**src/rtl/ihss_pkg.sv**
```systemverilog
// shared types and constants for the image header size sniffer
`timescale 1ns / 1ps

package ihss_pkg;

   localparam int unsigned POS_WIDTH = 5;
   localparam logic [POS_WIDTH-1:0] POS_MAX = 5'd31;

   localparam int unsigned SIZE_WIDTH = 14;
   localparam logic [31:0] SIZE_LIMIT = 32'd10000;
   // smallest accepted bmp height as a negative 32-bit value
   localparam logic [31:0] BMP_NEG_MIN = 32'd0 - (SIZE_LIMIT - 32'd1);

   localparam int unsigned MIN_LEN = 24;
   localparam int unsigned BMP_MIN_LEN = 26;
   localparam logic [POS_WIDTH-1:0] MIN_LAST_POS = 5'(MIN_LEN - 1);
   localparam logic [POS_WIDTH-1:0] BMP_MIN_LAST_POS = 5'(BMP_MIN_LEN - 1);

   localparam logic [7:0] SIG_PNG0 = 8'h89;
   localparam logic [7:0] SIG_PNG1 = 8'h50;
   localparam logic [7:0] SIG_PNG2 = 8'h4e;
   localparam logic [7:0] SIG_PNG3 = 8'h47;
   localparam logic [7:0] SIG_JPEG0 = 8'hff;
   localparam logic [7:0] SIG_JPEG1 = 8'hd8;
   localparam logic [7:0] SIG_JPEG2 = 8'hff;
   localparam logic [7:0] SIG_GIF0 = 8'h47;
   localparam logic [7:0] SIG_GIF1 = 8'h49;
   localparam logic [7:0] SIG_GIF2 = 8'h46;
   localparam logic [7:0] SIG_BMP0 = 8'h42;
   localparam logic [7:0] SIG_BMP1 = 8'h4d;
   localparam logic [7:0] JPEG_MARK = 8'hff;
   localparam logic [7:0] SOF_FIRST = 8'hc0;
   localparam logic [7:0] SOF_LAST = 8'hc3;

   typedef enum logic [2:0] {
      FMT_NONE = 3'd0,
      FMT_PNG  = 3'd1,
      FMT_JPEG = 3'd2,
      FMT_GIF  = 3'd3,
      FMT_BMP  = 3'd4
   } fmt_type;

   typedef struct packed {
      logic [7:0] data_byte;
      logic       last_byte;
   } ihss_byte_type;

   typedef struct packed {
      logic                  found;
      fmt_type               format;
      logic [SIZE_WIDTH-1:0] out_width;
      logic [SIZE_WIDTH-1:0] out_height;
   } ihss_result_type;

endpackage

```
**src/rtl/ihss_if.sv**
```systemverilog
// valid/ready channel interfaces for byte words in and size results out
`timescale 1ns / 1ps

interface ihss_req_if;
   logic       valid;
   logic       ready;
   logic [7:0] data_byte;
   logic       last_byte;

   modport source (output valid, output data_byte, output last_byte, input ready);
   modport sink (input valid, input data_byte, input last_byte, output ready);
endinterface

interface ihss_rsp_if;
   logic                           valid;
   logic                           ready;
   logic                           found;
   logic [2:0]                     format;
   logic [ihss_pkg::SIZE_WIDTH-1:0] out_width;
   logic [ihss_pkg::SIZE_WIDTH-1:0] out_height;

   modport source (output valid, output found, output format, output out_width,
                   output out_height, input ready);
   modport sink (input valid, input found, input format, input out_width,
                 input out_height, output ready);
endinterface

```
**src/rtl/image_header_size_sniffer_core.sv**
```systemverilog
// top level of the image header size sniffer
`timescale 1ns / 1ps

// Image header size sniffer.
// req_ch carries the bytes of one file buffer, one word per byte, with
// last_byte set on the final byte. rsp_ch returns exactly one word per
// buffer, on the final byte: found, format (png, jpeg, gif, bmp or none)
// and the width and height in pixels, all zero when no size was found.
// A final byte passes the input register and then the result register
// (two register stages, input and result) before its result word is valid.
// Throughput: one byte per cycle unless a final byte waits on a stalled
// result; each byte update is one logic pass, input register to parser state.
// When rsp_ch stalls, the result word holds and bytes of the next buffer
// keep flowing; only a second final byte waits in the input register until
// the pending result is taken.
// Reset (synchronous, active high) clears the channels and parser state;
// the first byte after reset starts a new buffer.

module image_header_size_sniffer_core (
   input logic       clock,
   input logic       reset,
   ihss_req_if.sink   req_ch,
   ihss_rsp_if.source rsp_ch
);

   logic                      in_valid_ff;
   ihss_pkg::ihss_byte_type   in_word_ff;
   logic                      rsp_valid_ff;
   ihss_pkg::ihss_result_type rsp_ff;
   ihss_pkg::ihss_result_type parse_result;

   logic out_free, process, load_result;

   assign out_free    = !rsp_valid_ff || rsp_ch.ready;
   assign process     = in_valid_ff && (!in_word_ff.last_byte || out_free);
   assign load_result = process && in_word_ff.last_byte;
   assign req_ch.ready = !in_valid_ff || process;

   ihss_parse u_parse (
      .clock  (clock),
      .reset  (reset),
      .step   (process),
      .word   (in_word_ff),
      .result (parse_result)
   );

   always_ff @(posedge clock) begin
      if (reset) begin
         in_valid_ff  <= 1'b0;
         rsp_valid_ff <= 1'b0;
      end else begin
         if (req_ch.ready) in_valid_ff <= req_ch.valid;
         if (load_result) rsp_valid_ff <= 1'b1;
         else if (rsp_ch.ready) rsp_valid_ff <= 1'b0;
      end
      if (req_ch.ready) begin
         in_word_ff.data_byte <= req_ch.data_byte;
         in_word_ff.last_byte <= req_ch.last_byte;
      end
      if (load_result) rsp_ff <= parse_result;
   end

   assign rsp_ch.valid      = rsp_valid_ff;
   assign rsp_ch.found      = rsp_ff.found;
   assign rsp_ch.format     = rsp_ff.format;
   assign rsp_ch.out_width  = rsp_ff.out_width;
   assign rsp_ch.out_height = rsp_ff.out_height;

   // a result word only appears right after a final byte was processed
   a_rsp_from_last: assert property (@(posedge clock) disable iff (reset)
      $rose(rsp_valid_ff) |-> $past(in_valid_ff && in_word_ff.last_byte))
      else $error("result word without a final byte");

   // a final byte never overtakes a pending, stalled result
   a_last_waits: assert property (@(posedge clock) disable iff (reset)
      (in_valid_ff && in_word_ff.last_byte && rsp_valid_ff && !rsp_ch.ready)
      |=> in_valid_ff && in_word_ff.last_byte)
      else $error("final byte consumed while result stalled");

   // not found means every field is zero
   a_empty_result: assert property (@(posedge clock) disable iff (reset)
      (rsp_valid_ff && !rsp_ff.found) |->
      (rsp_ff.format == ihss_pkg::FMT_NONE && rsp_ff.out_width == 14'd0 &&
       rsp_ff.out_height == 14'd0))
      else $error("fields set on a result with no size");

   // a found size is always in range and has a format
   a_found_range: assert property (@(posedge clock) disable iff (reset)
      (rsp_valid_ff && rsp_ff.found) |->
      (rsp_ff.format != ihss_pkg::FMT_NONE && rsp_ff.out_width != 14'd0 &&
       rsp_ff.out_height != 14'd0 && rsp_ff.out_width < 14'd10000 &&
       rsp_ff.out_height < 14'd10000))
      else $error("found size out of range");

endmodule

```
**src/rtl/ihss_parse.sv**
```systemverilog
// header parser: per-word state update and size result for the final word
`timescale 1ns / 1ps

module ihss_parse (
   input  logic                      clock,
   input  logic                      reset,
   input  logic                      step,
   input  ihss_pkg::ihss_byte_type   word,
   output ihss_pkg::ihss_result_type result
);

   typedef enum logic [3:0] {
      PH_SEARCH = 4'd0,
      PH_MARKER = 4'd1,
      PH_LEN_HI = 4'd2,
      PH_LEN_LO = 4'd3,
      PH_SKIP   = 4'd4,
      PH_FRAME  = 4'd5
   } phase_type;

   typedef enum logic [1:0] {
      DEC_WALK = 2'd0,
      DEC_DONE = 2'd1,
      DEC_FAIL = 2'd2
   } decided_type;

   logic [ihss_pkg::POS_WIDTH-1:0] pos_ff, pos_in;
   ihss_pkg::fmt_type              guess_ff, guess_in;
   phase_type                      phase_ff, phase_in;
   logic [15:0]                    skip_ff, skip_in;
   logic [31:0]                    low_ff, low_in;
   logic [31:0]                    high_ff, high_in;
   decided_type                    decided_ff, decided_in;

   logic [7:0]                     b;
   logic [ihss_pkg::POS_WIDTH-1:0] bmp_lo_off, bmp_hi_off;
   logic [15:0]                    seg_len;

   function automatic logic size_ok(input logic [31:0] v);
      size_ok = (v != 32'd0) && (v < ihss_pkg::SIZE_LIMIT);
   endfunction

   always_comb begin
      b          = word.data_byte;
      bmp_lo_off = pos_ff - 5'd18;
      bmp_hi_off = pos_ff - 5'd22;
      seg_len    = skip_ff | {8'd0, b};
      pos_in     = (pos_ff == ihss_pkg::POS_MAX) ? pos_ff : pos_ff + 5'd1;
      guess_in   = guess_ff;
      phase_in   = phase_ff;
      skip_in    = skip_ff;
      low_in     = low_ff;
      high_in    = high_ff;
      decided_in = decided_ff;

      priority if (pos_ff == 5'd0) begin
         priority if (b == ihss_pkg::SIG_PNG0) guess_in = ihss_pkg::FMT_PNG;
         else if (b == ihss_pkg::SIG_JPEG0) guess_in = ihss_pkg::FMT_JPEG;
         else if (b == ihss_pkg::SIG_GIF0) guess_in = ihss_pkg::FMT_GIF;
         else if (b == ihss_pkg::SIG_BMP0) guess_in = ihss_pkg::FMT_BMP;
         else guess_in = ihss_pkg::FMT_NONE;
      end else if (pos_ff == 5'd1) begin
         if (!((guess_ff == ihss_pkg::FMT_PNG && b == ihss_pkg::SIG_PNG1) ||
               (guess_ff == ihss_pkg::FMT_JPEG && b == ihss_pkg::SIG_JPEG1) ||
               (guess_ff == ihss_pkg::FMT_GIF && b == ihss_pkg::SIG_GIF1) ||
               (guess_ff == ihss_pkg::FMT_BMP && b == ihss_pkg::SIG_BMP1)))
            guess_in = ihss_pkg::FMT_NONE;
      end else if (pos_ff == 5'd2) begin
         if (!((guess_ff == ihss_pkg::FMT_PNG && b == ihss_pkg::SIG_PNG2) ||
               (guess_ff == ihss_pkg::FMT_JPEG && b == ihss_pkg::SIG_JPEG2) ||
               (guess_ff == ihss_pkg::FMT_GIF && b == ihss_pkg::SIG_GIF2) ||
               guess_ff == ihss_pkg::FMT_BMP))
            guess_in = ihss_pkg::FMT_NONE;
      end else if (pos_ff == 5'd3 && guess_ff == ihss_pkg::FMT_PNG &&
                   b != ihss_pkg::SIG_PNG3) begin
         guess_in = ihss_pkg::FMT_NONE;
      end else begin
         unique case (guess_ff)
            ihss_pkg::FMT_PNG: begin
               // big endian 32-bit fields
               if (pos_ff >= 5'd16 && pos_ff <= 5'd19) low_in = {low_ff[23:0], b};
               else if (pos_ff >= 5'd20 && pos_ff <= 5'd23) high_in = {high_ff[23:0], b};
            end
            ihss_pkg::FMT_JPEG: begin
               if (decided_ff == DEC_WALK) begin
                  unique case (phase_ff)
                     PH_SEARCH: begin
                        if (b == ihss_pkg::JPEG_MARK) phase_in = PH_MARKER;
                     end
                     PH_MARKER: begin
                        if (b >= ihss_pkg::SOF_FIRST && b <= ihss_pkg::SOF_LAST) begin
                           phase_in = PH_FRAME;
                           skip_in  = 16'd0;
                           low_in   = 32'd0;
                           high_in  = 32'd0;
                        end else begin
                           phase_in = PH_LEN_HI;
                        end
                     end
                     PH_LEN_HI: begin
                        skip_in  = {b, 8'd0};
                        phase_in = PH_LEN_LO;
                     end
                     PH_LEN_LO: begin
                        if (seg_len < 16'd2) begin
                           skip_in    = seg_len;
                           decided_in = DEC_FAIL;
                        end else begin
                           skip_in  = seg_len - 16'd2;
                           phase_in = (seg_len != 16'd2) ? PH_SKIP : PH_SEARCH;
                        end
                     end
                     PH_SKIP: begin
                        skip_in = skip_ff - 16'd1;
                        if (skip_ff == 16'd1) phase_in = PH_SEARCH;
                     end
                     default: begin
                        // frame header: precision, height, width
                        if (skip_ff == 16'd3) high_in = {16'd0, b, 8'd0};
                        else if (skip_ff == 16'd4) high_in = high_ff | {24'd0, b};
                        else if (skip_ff == 16'd5) low_in = {16'd0, b, 8'd0};
                        else if (skip_ff == 16'd6) begin
                           low_in     = low_ff | {24'd0, b};
                           decided_in = DEC_DONE;
                        end
                        skip_in = skip_ff + 16'd1;
                     end
                  endcase
               end
            end
            ihss_pkg::FMT_GIF: begin
               if (pos_ff == 5'd6) low_in = low_ff | {24'd0, b};
               else if (pos_ff == 5'd7) low_in = low_ff | {16'd0, b, 8'd0};
               else if (pos_ff == 5'd8) high_in = high_ff | {24'd0, b};
               else if (pos_ff == 5'd9) high_in = high_ff | {16'd0, b, 8'd0};
            end
            ihss_pkg::FMT_BMP: begin
               if (pos_ff >= 5'd18 && pos_ff <= 5'd21)
                  low_in = low_ff | ({24'd0, b} << {bmp_lo_off[1:0], 3'b000});
               else if (pos_ff >= 5'd22 && pos_ff <= 5'd25)
                  high_in = high_ff | ({24'd0, b} << {bmp_hi_off[1:0], 3'b000});
            end
            default: ;
         endcase
      end
   end

   logic                            len_ok, kind_ok, h_ok, ok;
   logic [ihss_pkg::SIZE_WIDTH-1:0] h_abs;

   always_comb begin
      len_ok = pos_ff >= ihss_pkg::MIN_LAST_POS;
      h_abs  = high_in[31] ? 14'(~high_in[13:0] + 14'd1) : high_in[13:0];
      kind_ok = 1'b0;
      h_ok    = size_ok(high_in);
      unique case (guess_in)
         ihss_pkg::FMT_PNG,
         ihss_pkg::FMT_GIF:  kind_ok = 1'b1;
         ihss_pkg::FMT_JPEG: kind_ok = (decided_in == DEC_DONE);
         ihss_pkg::FMT_BMP: begin
            kind_ok = pos_ff >= ihss_pkg::BMP_MIN_LAST_POS;
            // negative heights count by magnitude
            h_ok    = size_ok(high_in) ||
                      (high_in[31] && high_in >= ihss_pkg::BMP_NEG_MIN);
         end
         default: kind_ok = 1'b0;
      endcase
      ok = len_ok && kind_ok && size_ok(low_in) && h_ok;

      result.found      = ok;
      result.format     = ok ? guess_in : ihss_pkg::FMT_NONE;
      result.out_width  = ok ? low_in[13:0] : 14'd0;
      result.out_height = ok ? h_abs : 14'd0;
   end

   always_ff @(posedge clock) begin
      if (reset || (step && word.last_byte)) begin
         pos_ff     <= '0;
         guess_ff   <= ihss_pkg::FMT_NONE;
         phase_ff   <= PH_SEARCH;
         skip_ff    <= '0;
         low_ff     <= '0;
         high_ff    <= '0;
         decided_ff <= DEC_WALK;
      end else if (step) begin
         pos_ff     <= pos_in;
         guess_ff   <= guess_in;
         phase_ff   <= phase_in;
         skip_ff    <= skip_in;
         low_ff     <= low_in;
         high_ff    <= high_in;
         decided_ff <= decided_in;
      end
   end

endmodule
```
**src/flat_wrapper.sv**
```systemverilog
// flat-port wrapper written by rule: the top's interface ports become plain ports
module image_header_size_sniffer_core_flat 
  (clock, reset, req_ch_valid, req_ch_data_byte, req_ch_last_byte, req_ch_ready, rsp_ch_valid, rsp_ch_found, rsp_ch_format, rsp_ch_out_width, rsp_ch_out_height, rsp_ch_ready);
  ihss_req_if req_ch_i ();
  ihss_rsp_if rsp_ch_i ();
  input logic clock;
  input logic reset;
  input wire logic [$bits(req_ch_i.valid)-1:0] req_ch_valid;
  input wire logic [$bits(req_ch_i.data_byte)-1:0] req_ch_data_byte;
  input wire logic [$bits(req_ch_i.last_byte)-1:0] req_ch_last_byte;
  output wire logic [$bits(req_ch_i.ready)-1:0] req_ch_ready;
  output wire logic [$bits(rsp_ch_i.valid)-1:0] rsp_ch_valid;
  output wire logic [$bits(rsp_ch_i.found)-1:0] rsp_ch_found;
  output wire logic [$bits(rsp_ch_i.format)-1:0] rsp_ch_format;
  output wire logic [$bits(rsp_ch_i.out_width)-1:0] rsp_ch_out_width;
  output wire logic [$bits(rsp_ch_i.out_height)-1:0] rsp_ch_out_height;
  input wire logic [$bits(rsp_ch_i.ready)-1:0] rsp_ch_ready;
  assign req_ch_i.valid = req_ch_valid;
  assign req_ch_i.data_byte = req_ch_data_byte;
  assign req_ch_i.last_byte = req_ch_last_byte;
  assign req_ch_ready = req_ch_i.ready;
  assign rsp_ch_valid = rsp_ch_i.valid;
  assign rsp_ch_found = rsp_ch_i.found;
  assign rsp_ch_format = rsp_ch_i.format;
  assign rsp_ch_out_width = rsp_ch_i.out_width;
  assign rsp_ch_out_height = rsp_ch_i.out_height;
  assign rsp_ch_i.ready = rsp_ch_ready;
  image_header_size_sniffer_core u_core (.clock(clock), .reset(reset), .req_ch(req_ch_i), .rsp_ch(rsp_ch_i));
endmodule
```
**config.mk**
```make
export PLATFORM = sky130hd
export DESIGN_NAME = image_header_size_sniffer_core_flat
export DESIGN_NICKNAME = d
export VERILOG_FILES = /design/src/rtl/ihss_pkg.sv /design/src/rtl/ihss_if.sv /design/src/rtl/image_header_size_sniffer_core.sv /design/src/rtl/ihss_parse.sv /design/src/flat_wrapper.sv
export SDC_FILE = /design/constraint.sdc
export NUM_CORES = 1
export LEC_CHECK = 0
export ABC_CLOCK_PERIOD_IN_PS = 5700
export BUFFER_PORTS_ARGS = -buffer_cell sky130_fd_sc_hd__buf_2
export CORE_ASPECT_RATIO = 0.5
export CORE_UTILIZATION = 40
export DETAILED_ROUTE_END_ITERATION = 12
export GPL_ROUTABILITY_DRIVEN = 0
export PLACE_DENSITY = 0.54
export SLEW_MARGIN = 20
export SYNTH_ARGS = -nofsm -noshare
export SYNTH_HDL_FRONTEND = slang
export SYNTH_SLANG_ARGS = --single-unit
```
**constraint.sdc**
```tcl
create_clock -name clock -period 5.7 [get_ports clock]
set_input_delay 1.71 -clock clock [delete_from_list [all_inputs] [get_ports clock]]
set_output_delay 1.71 -clock clock [all_outputs]
set_load 0.05 [all_outputs]
```
Word level (Yosys, flattened, before mapping)
Cells that the tools add are included.

operators by class
  add/sub/neg operators = 7
  multiply operators = 0
  div/mod/pow operators = 0
  magnitude comparators = 16
  equality and inequality tests = 42
  shifts and indexed selects = 2
  mux-type cells = 70
  bitwise operators = 14
  reduce and logical (&&, ||, !) cells = 49

operator list
  operator                                                    number
  two-way mux 32 bit                                          30
  one-hot mux 32 bit (4 select lines)                         2
  one-hot mux 32 bit (2 select lines)                         2
  one-hot mux 16 bit (5 select lines)                         1
  < comparator 32 x 14 -> 1 bit (second input constant)       2
  OR 32 x 16 -> 32 bit                                        2
  OR 32 bit                                                   2
  OR 32 x 8 -> 32 bit                                         2
  nonzero test 32 bit                                         2
  << shifter 8 x 5 -> 32 bit                                  2
  equality test 8 x 7 -> 1 bit (second input constant)        7
  equality test 16 x 3 -> 1 bit (second input constant)       3
  two-way mux 3 bit                                           12
  greater-or-equal comparator 32 bit (second input constant)  1
  two-way mux 16 bit                                          2
  greater-or-equal comparator 5 bit (second input constant)   6
  equality test 8 bit (second input constant)                 3
  logical AND 1 bit                                           22
  two-way mux 2 bit                                           11
  <= comparator 5 bit (second input constant)                 4
  one-hot mux 4 bit (5 select lines)                          1
  adder 16 x 1 -> 16 bit (second input constant)              1
  equality test 16 x 1 -> 1 bit (second input constant)       1
  equality test 16 x 2 -> 1 bit (second input constant)       1
  other kinds (43)                                            78

storage, ports and cells
  flip-flop bits (word level) = 137
  bits in latches = 0
  memory bits (writable) = 0
  bits in read-only memories = 0
  output and inout port bits = 34
  word-level logic and storage cells = 215
  memories = 0

Logic depth before layout (Yosys ltp)
  word-level depth = 17
  depth in mapped cells = 20

Cells and area by module
From an unflattened synthesis, not the netlist that was laid out.

second synthesis, totals
  cells, all modules = 1084
  area total of the unflattened synthesis = 9248.9 µm²

modules (own cells, without submodules)
  module                          times used  cells an instance  area each (µm²)
  ihss_parse                      1           1032               7908.8
  image_header_size_sniffer_core  1           52                 1340.0

Worst setup path after synthesis
Ideal clock, no wire load.

  kind = register -> register
  start = register u_core.u_parse.pos_ff[1] (netlist bit)
  end = register u_core.rsp_ff (netlist bit u_core.rsp_ch.format[2]), data pin
  library setup time = 0.270 ns
  arrival time = 4.013 ns
  path slack = 1.416 ns
  cell stages (with the launch flop) = 21
  path buffers = 4
  cells stage by stage = dfxtp_1 > buf_2 > buf_2 > inv_1 > ha_1 > or3_4 > nor4_4 > o21ai_2 > a21oi_4 > buf_6 > nand3_1 > a22o_1 > inv_1 > ha_1 > inv_1 > a2111oi_2 > nand4_1 > nor2_1 > a2bb2oi_2 > buf_6 > nor3_2

between the ends
  cells in the longest elaborated chain, start to end = 15

ends and longest elaborated chain
  what                                                                     RTL line                                                 RTL
  start, declared                                                          ihss_parse.sv:27                                         logic [ihss_pkg::POS_WIDTH-1:0] pos_ff, pos_in;
  start signal, assigned                                                   ihss_parse.sv:186                                        pos_ff <= pos_in;
  subtractor 2 bit / equality test 5 x 4 -> 1 bit (equally long branches)  ihss_parse.sv:45, ihss_parse.sv:46, ihss_parse.sv:135
  << shifter 8 x 5 -> 32 bit / two-way mux 32 bit (equally long branches)  ihss_parse.sv:139, ihss_parse.sv:141, ihss_parse.sv:135
  OR 32 bit / two-way mux 32 bit (equally long branches)                   ihss_parse.sv:141, ihss_parse.sv:134
  two-way mux 32 bit, on equally long branches                             ihss_parse.sv:140, ihss_parse.sv:133
  two-way mux 32 bit, on equally long branches                             ihss_parse.sv:138, ihss_parse.sv:132
  one-hot mux 32 bit (4 select lines)                                      ihss_parse.sv:78                                         unique case (guess_ff)
  two-way mux 32 bit                                                       ihss_parse.sv:74                                         end else if (pos_ff == 5'd3 && guess_ff == ihss_pkg::FMT_PNG &&
  two-way mux 32 bit                                                       ihss_parse.sv:68                                         end else if (pos_ff == 5'd2) begin
  two-way mux 32 bit                                                       ihss_parse.sv:62                                         end else if (pos_ff == 5'd1) begin
  two-way mux 32 bit                                                       ihss_parse.sv:56                                         priority if (pos_ff == 5'd0) begin
  < comparator 32 x 14 -> 1 bit, or another cell as far along              ihss_parse.sv:40                                         size_ok = (v != 32'd0) && (v < ihss_pkg::SIZE_LIMIT);
  logical AND 1 bit, on equally long branches                              ihss_parse.sv:40, ihss_parse.sv:164
  logical OR 1 bit                                                         ihss_parse.sv:163                                        h_ok = size_ok(high_in) ||
  two-way mux 1 bit                                                        ihss_parse.sv:156                                        unique case (guess_in)
  logical AND 1 bit                                                        ihss_parse.sv:168                                        ok = len_ok && kind_ok && size_ok(low_in) && h_ok;
  end signal, assigned                                                     image_header_size_sniffer_core.sv:60                     if (load_result) rsp_ff <= parse_result;
  end, declared                                                            image_header_size_sniffer_core.sv:29                     ihss_pkg::ihss_result_type rsp_ff;

Several ways; a longest one is shown, not always the timed one.
A chain may end at the register's enable or synchronous reset.

Worst setup path after layout
  start = register u_core.u_parse.pos_ff[1] (netlist bit)
  end = register u_core.rsp_ff (netlist bit u_core.rsp_ch.out_height[1]), data pin

The elaborated chain is that of the path after synthesis.

==> results.json <==
{
  "status": "finished clean",
  "cts_tree": "yes",
  "crit_top_cell": "inv_1",
  "finalCritPeriodShare": 0.893,
  "grt_max_degree": 48,
  "fp.dieH_um": 113,
  "tightest_slew_ps": 902,
  "hp-class": "register to register",
  "syn-num-nets": 1233,
  "clk_pin_slew_ps": 70,
  "whs_ps": 501,
  "dp_cells": 1517,
  "synth_most_common_cell": "nor2_1",
  "grt_pass1_wl_mm": 53.5,
  "vias_per_cell": 6.35,
  "synthArstFlopShare": 0,
  "synth_ff_type": "dfxtp_1",
  "fill_cells": 2405,
  "start_kind": "register",
  "netlist_top_cells_count": "nor2_1, dfxtp_1, nand2_1",
  "use_met3": 0.0647,
  "max_stage_delay_ps": 740,
  "die_x_um": 224,
  "antenna_left": 0,
  "dp_slack_ps": 650,
  "grtUsageMet2": 0.380,
  "instances_no_fill": 1550,
  "yosysTopAreaCellShare": 0.193,
  "end_kind": "register",
  "insertion_delay_ps": 450,
  "p_seq_frac": 0.421,
  "multi_input_area_um2": 6160,
  "cts_root_buf": "clkbuf_16",
  "nNetsFinal": 1226,
  "use_met1": 0.426,
  "ys_warn_count": 0,
  "cap_violations": 0,
  "via_count": 9847,
  "cts_num_sinks": 136,
  "rsz0062_at_grt": "no",
  "power_switching_mw": 0.705,
  "drc_errors": 0,
  "power.internal_mw": 1.77,
  "cts_hold_buf": 0,
  "power_frac_comb": 0.115,
  "grt_antenna_before_repair": 1,
  "drive_gt1_frac": 0.155,
  "critical_path_class": "register to register",
  "cp.required_ps": 5860,
  "leakagePower_nw": 3.73,
  "synth_top_cell_by_area": "dfxtp_1",
  "skew_ps": 12.3,
  "cts_setup_buffers": 0,
  "post-dp-hpwl_mm": 24.3,
  "std_cell_rows": 40,
  "synthDistinctLibCells": 104,
  "slew_headroom": 0.398,
  "port_buffers": 46,
  "fin_ws_ps": 611,
  "synthCells": 1207,
  "worstPathArrival_ps": 5250,
  "crit_family": "simple AND/OR/NAND/NOR gates",
  "synthesis.area_um2": 9840,
  "power_density_nw_per_um2": 228,
  "setup_viol": 0,
  "first_pass_iters": 6,
  "area_delta_synth_final_pct": 10.4,
  "start_util": 0.409,
  "synth_edf_count": 41,
  "grt-ovfl-total": 0,
  "switching_share": 0.285,
  "cp_slowest_cell": "dfxtp_1",
  "ioPinCount": 47,
  "crit_fanout": 32,
  "finalSetupTns_ps": 0,
  "yosys-top-cells-area": "dfxtp_1, edfxtp_1, nor2_1",
  "power.share.clock": 0.464,
  "dr.first_iter.drc_count": 1389,
  "routed_wl_mm": 34.7,
  "grtUsageTotal": 0.277,
  "seqCellArea_um2": 3130,
  "clockBufferDepth": 2,
  "drv_slew": 0,
  "synth-seq-cells": 136,
  "wl_per_cell_um": 22.4,
  "numCtsBuffers": 17,
  "ir_worst_vdd_mv": 0.184,
  "period_needed_ps": 5090,
  "crit_buf_inv": 4,
  "final_hold_viol_count": 0,
  "core_area_um2": 24100,
  "grt-busiest-layer": "met1",
  "avgSynthCellArea_um2": 8.15,
  "h-tree-depth": 4,
  "fmax_ghz": 0.197,
  "synth_seq_area_share": 0.319,
  "cts_resized": 0,
  "grt_pass1_vias": 8748,
  "path_cells": "inv_1, ha_1, or3_4, nor4_4, o21ai_2, a21oi_4, nand3_1, a22o_1, inv_1, ha_1, inv_1, a2111oi_2, nand4_1, nor2_1, a2bb2oi_4, buf_4, a2111oi_2",
  "dieArea_um2": 25300
}
[routing by layer]
metal	wire length, um	up-vias
li1	-	4594
met1	17200	4742
met2	14100	470
met3	2840	41
met4	532	0
met5	0	-
[registers in the layout, indices dropped and copies added, names as in the netlist]
name / flops
u_core.u_parse.decided_ff: 2
u_core.u_parse.pos_ff: 5
u_core.in_word_ff: 9
u_core.in_valid_ff: 1
u_core.rsp_ch.format: 3
u_core.u_parse.high_ff: 32
u_core.rsp_ch.out_height: 14
u_core.u_parse.low_ff: 32
u_core.u_parse.skip_ff: 16
u_core.rsp_ch.found: 1
u_core.rsp_ch.out_width: 14
u_core.u_parse.phase_ff: 3
u_core.u_parse.guess_ff: 3
u_core.rsp_ch.valid: 1
[cells in the final DEF (no fill, tap or decap), drive strengths merged, types with 20 or more instances in the layout]
cell / instances
nand3: 30
inv: 30
edfxtp: 41
a22oi: 61
a21oi: 69
a211oi: 31
clkbuf: 20
nor2: 165
nor3: 71
buf: 77
o21ai: 50
a22o: 29
dfxtp: 95
nor4: 26
nand2: 88
[final timing paths]
| kind | slack (ps) | cells after the start | end | startpoint |
|---|---|---|---|---|
| worst max-delay path | 610 | 17 | u_core.rsp_ch.out_height[1] | u_core.u_parse.pos_ff[1] |
| worst max register to register | 610 | 17 | u_core.rsp_ch.out_height[1] | u_core.u_parse.pos_ff[1] |
| worst min-delay path | 500 | 2 | u_core.u_parse.high_ff[28] | u_core.u_parse.high_ff[28] |
| worst min register to register | 500 | 2 | u_core.u_parse.high_ff[28] | u_core.u_parse.high_ff[28] |
[logic make-up after synthesis]
| logic type | Yosys count | synth area share |
|---|---|---|
| AO/OA/AOI/OAI | 382 | 0.287 |
| XOR/XNOR | 29 | 0.0258 |
| adder cells (fa/ha/maj) | 13 | 0.0165 |
| buffers and inverters | 127 | 0.0569 |
| flip-flops | 136 | 0.319 |
| multiplexers | 3 | 0.00318 |
| AND/OR/NAND/NOR | 517 | 0.292 |
[per-stage QoR]
stage | power [mW] | util | cell area, um2
floorplan | 1.26 | - | 9840
global placement | 1.34 | 0.426 | 10300
detailed placement | 1.34 | 0.426 | 10300
CTS | 2.49 | 0.451 | 10900
global route | 2.56 | 0.451 | 10900
finish | 2.48 | 0.451 | 10900
[power groups by stage]
| stage | Sequential [mW] | Clock [mW] | Combinational, mW |
|---|---|---|---|
| after floorplan | 1.05 | 0 | 0.209 |
| after global placement | 1.06 | 0 | 0.277 |
| after detailed placement | 1.06 | 0 | 0.280 |
| after CTS | 1.04 | 1.17 | 0.280 |
| after global routing | 1.04 | 1.21 | 0.306 |
| final | 1.04 | 1.15 | 0.286 |
[cell type report]
type | instances | area share
clock inverters | 12 | 0.0126
multi-input cells | 944 | 0.567
diodes | 1 | 0.000230
repair buffers | 77 | 0.0426
inverters | 24 | 0.00829
clock buffers | 20 | 0.0422
well taps | 336 | 0.0387
flip-flops and latches | 136 | 0.288
[worst reg2reg max path, cell delays in order (launching register included)]
cell and delay [ps]:
dfxtp_1 740, inv_1 140, ha_1 340, or3_4 450
nor4_4 350, o21ai_2 140, a21oi_4 350, nand3_1 130
a22o_1 250, inv_1 120, ha_1 180, inv_1 50
a2111oi_2 360, nand4_1 250, nor2_1 250, a2bb2oi_4 140
buf_4 450, a2111oi_2 110
Power figures use the tool's default switching activity.
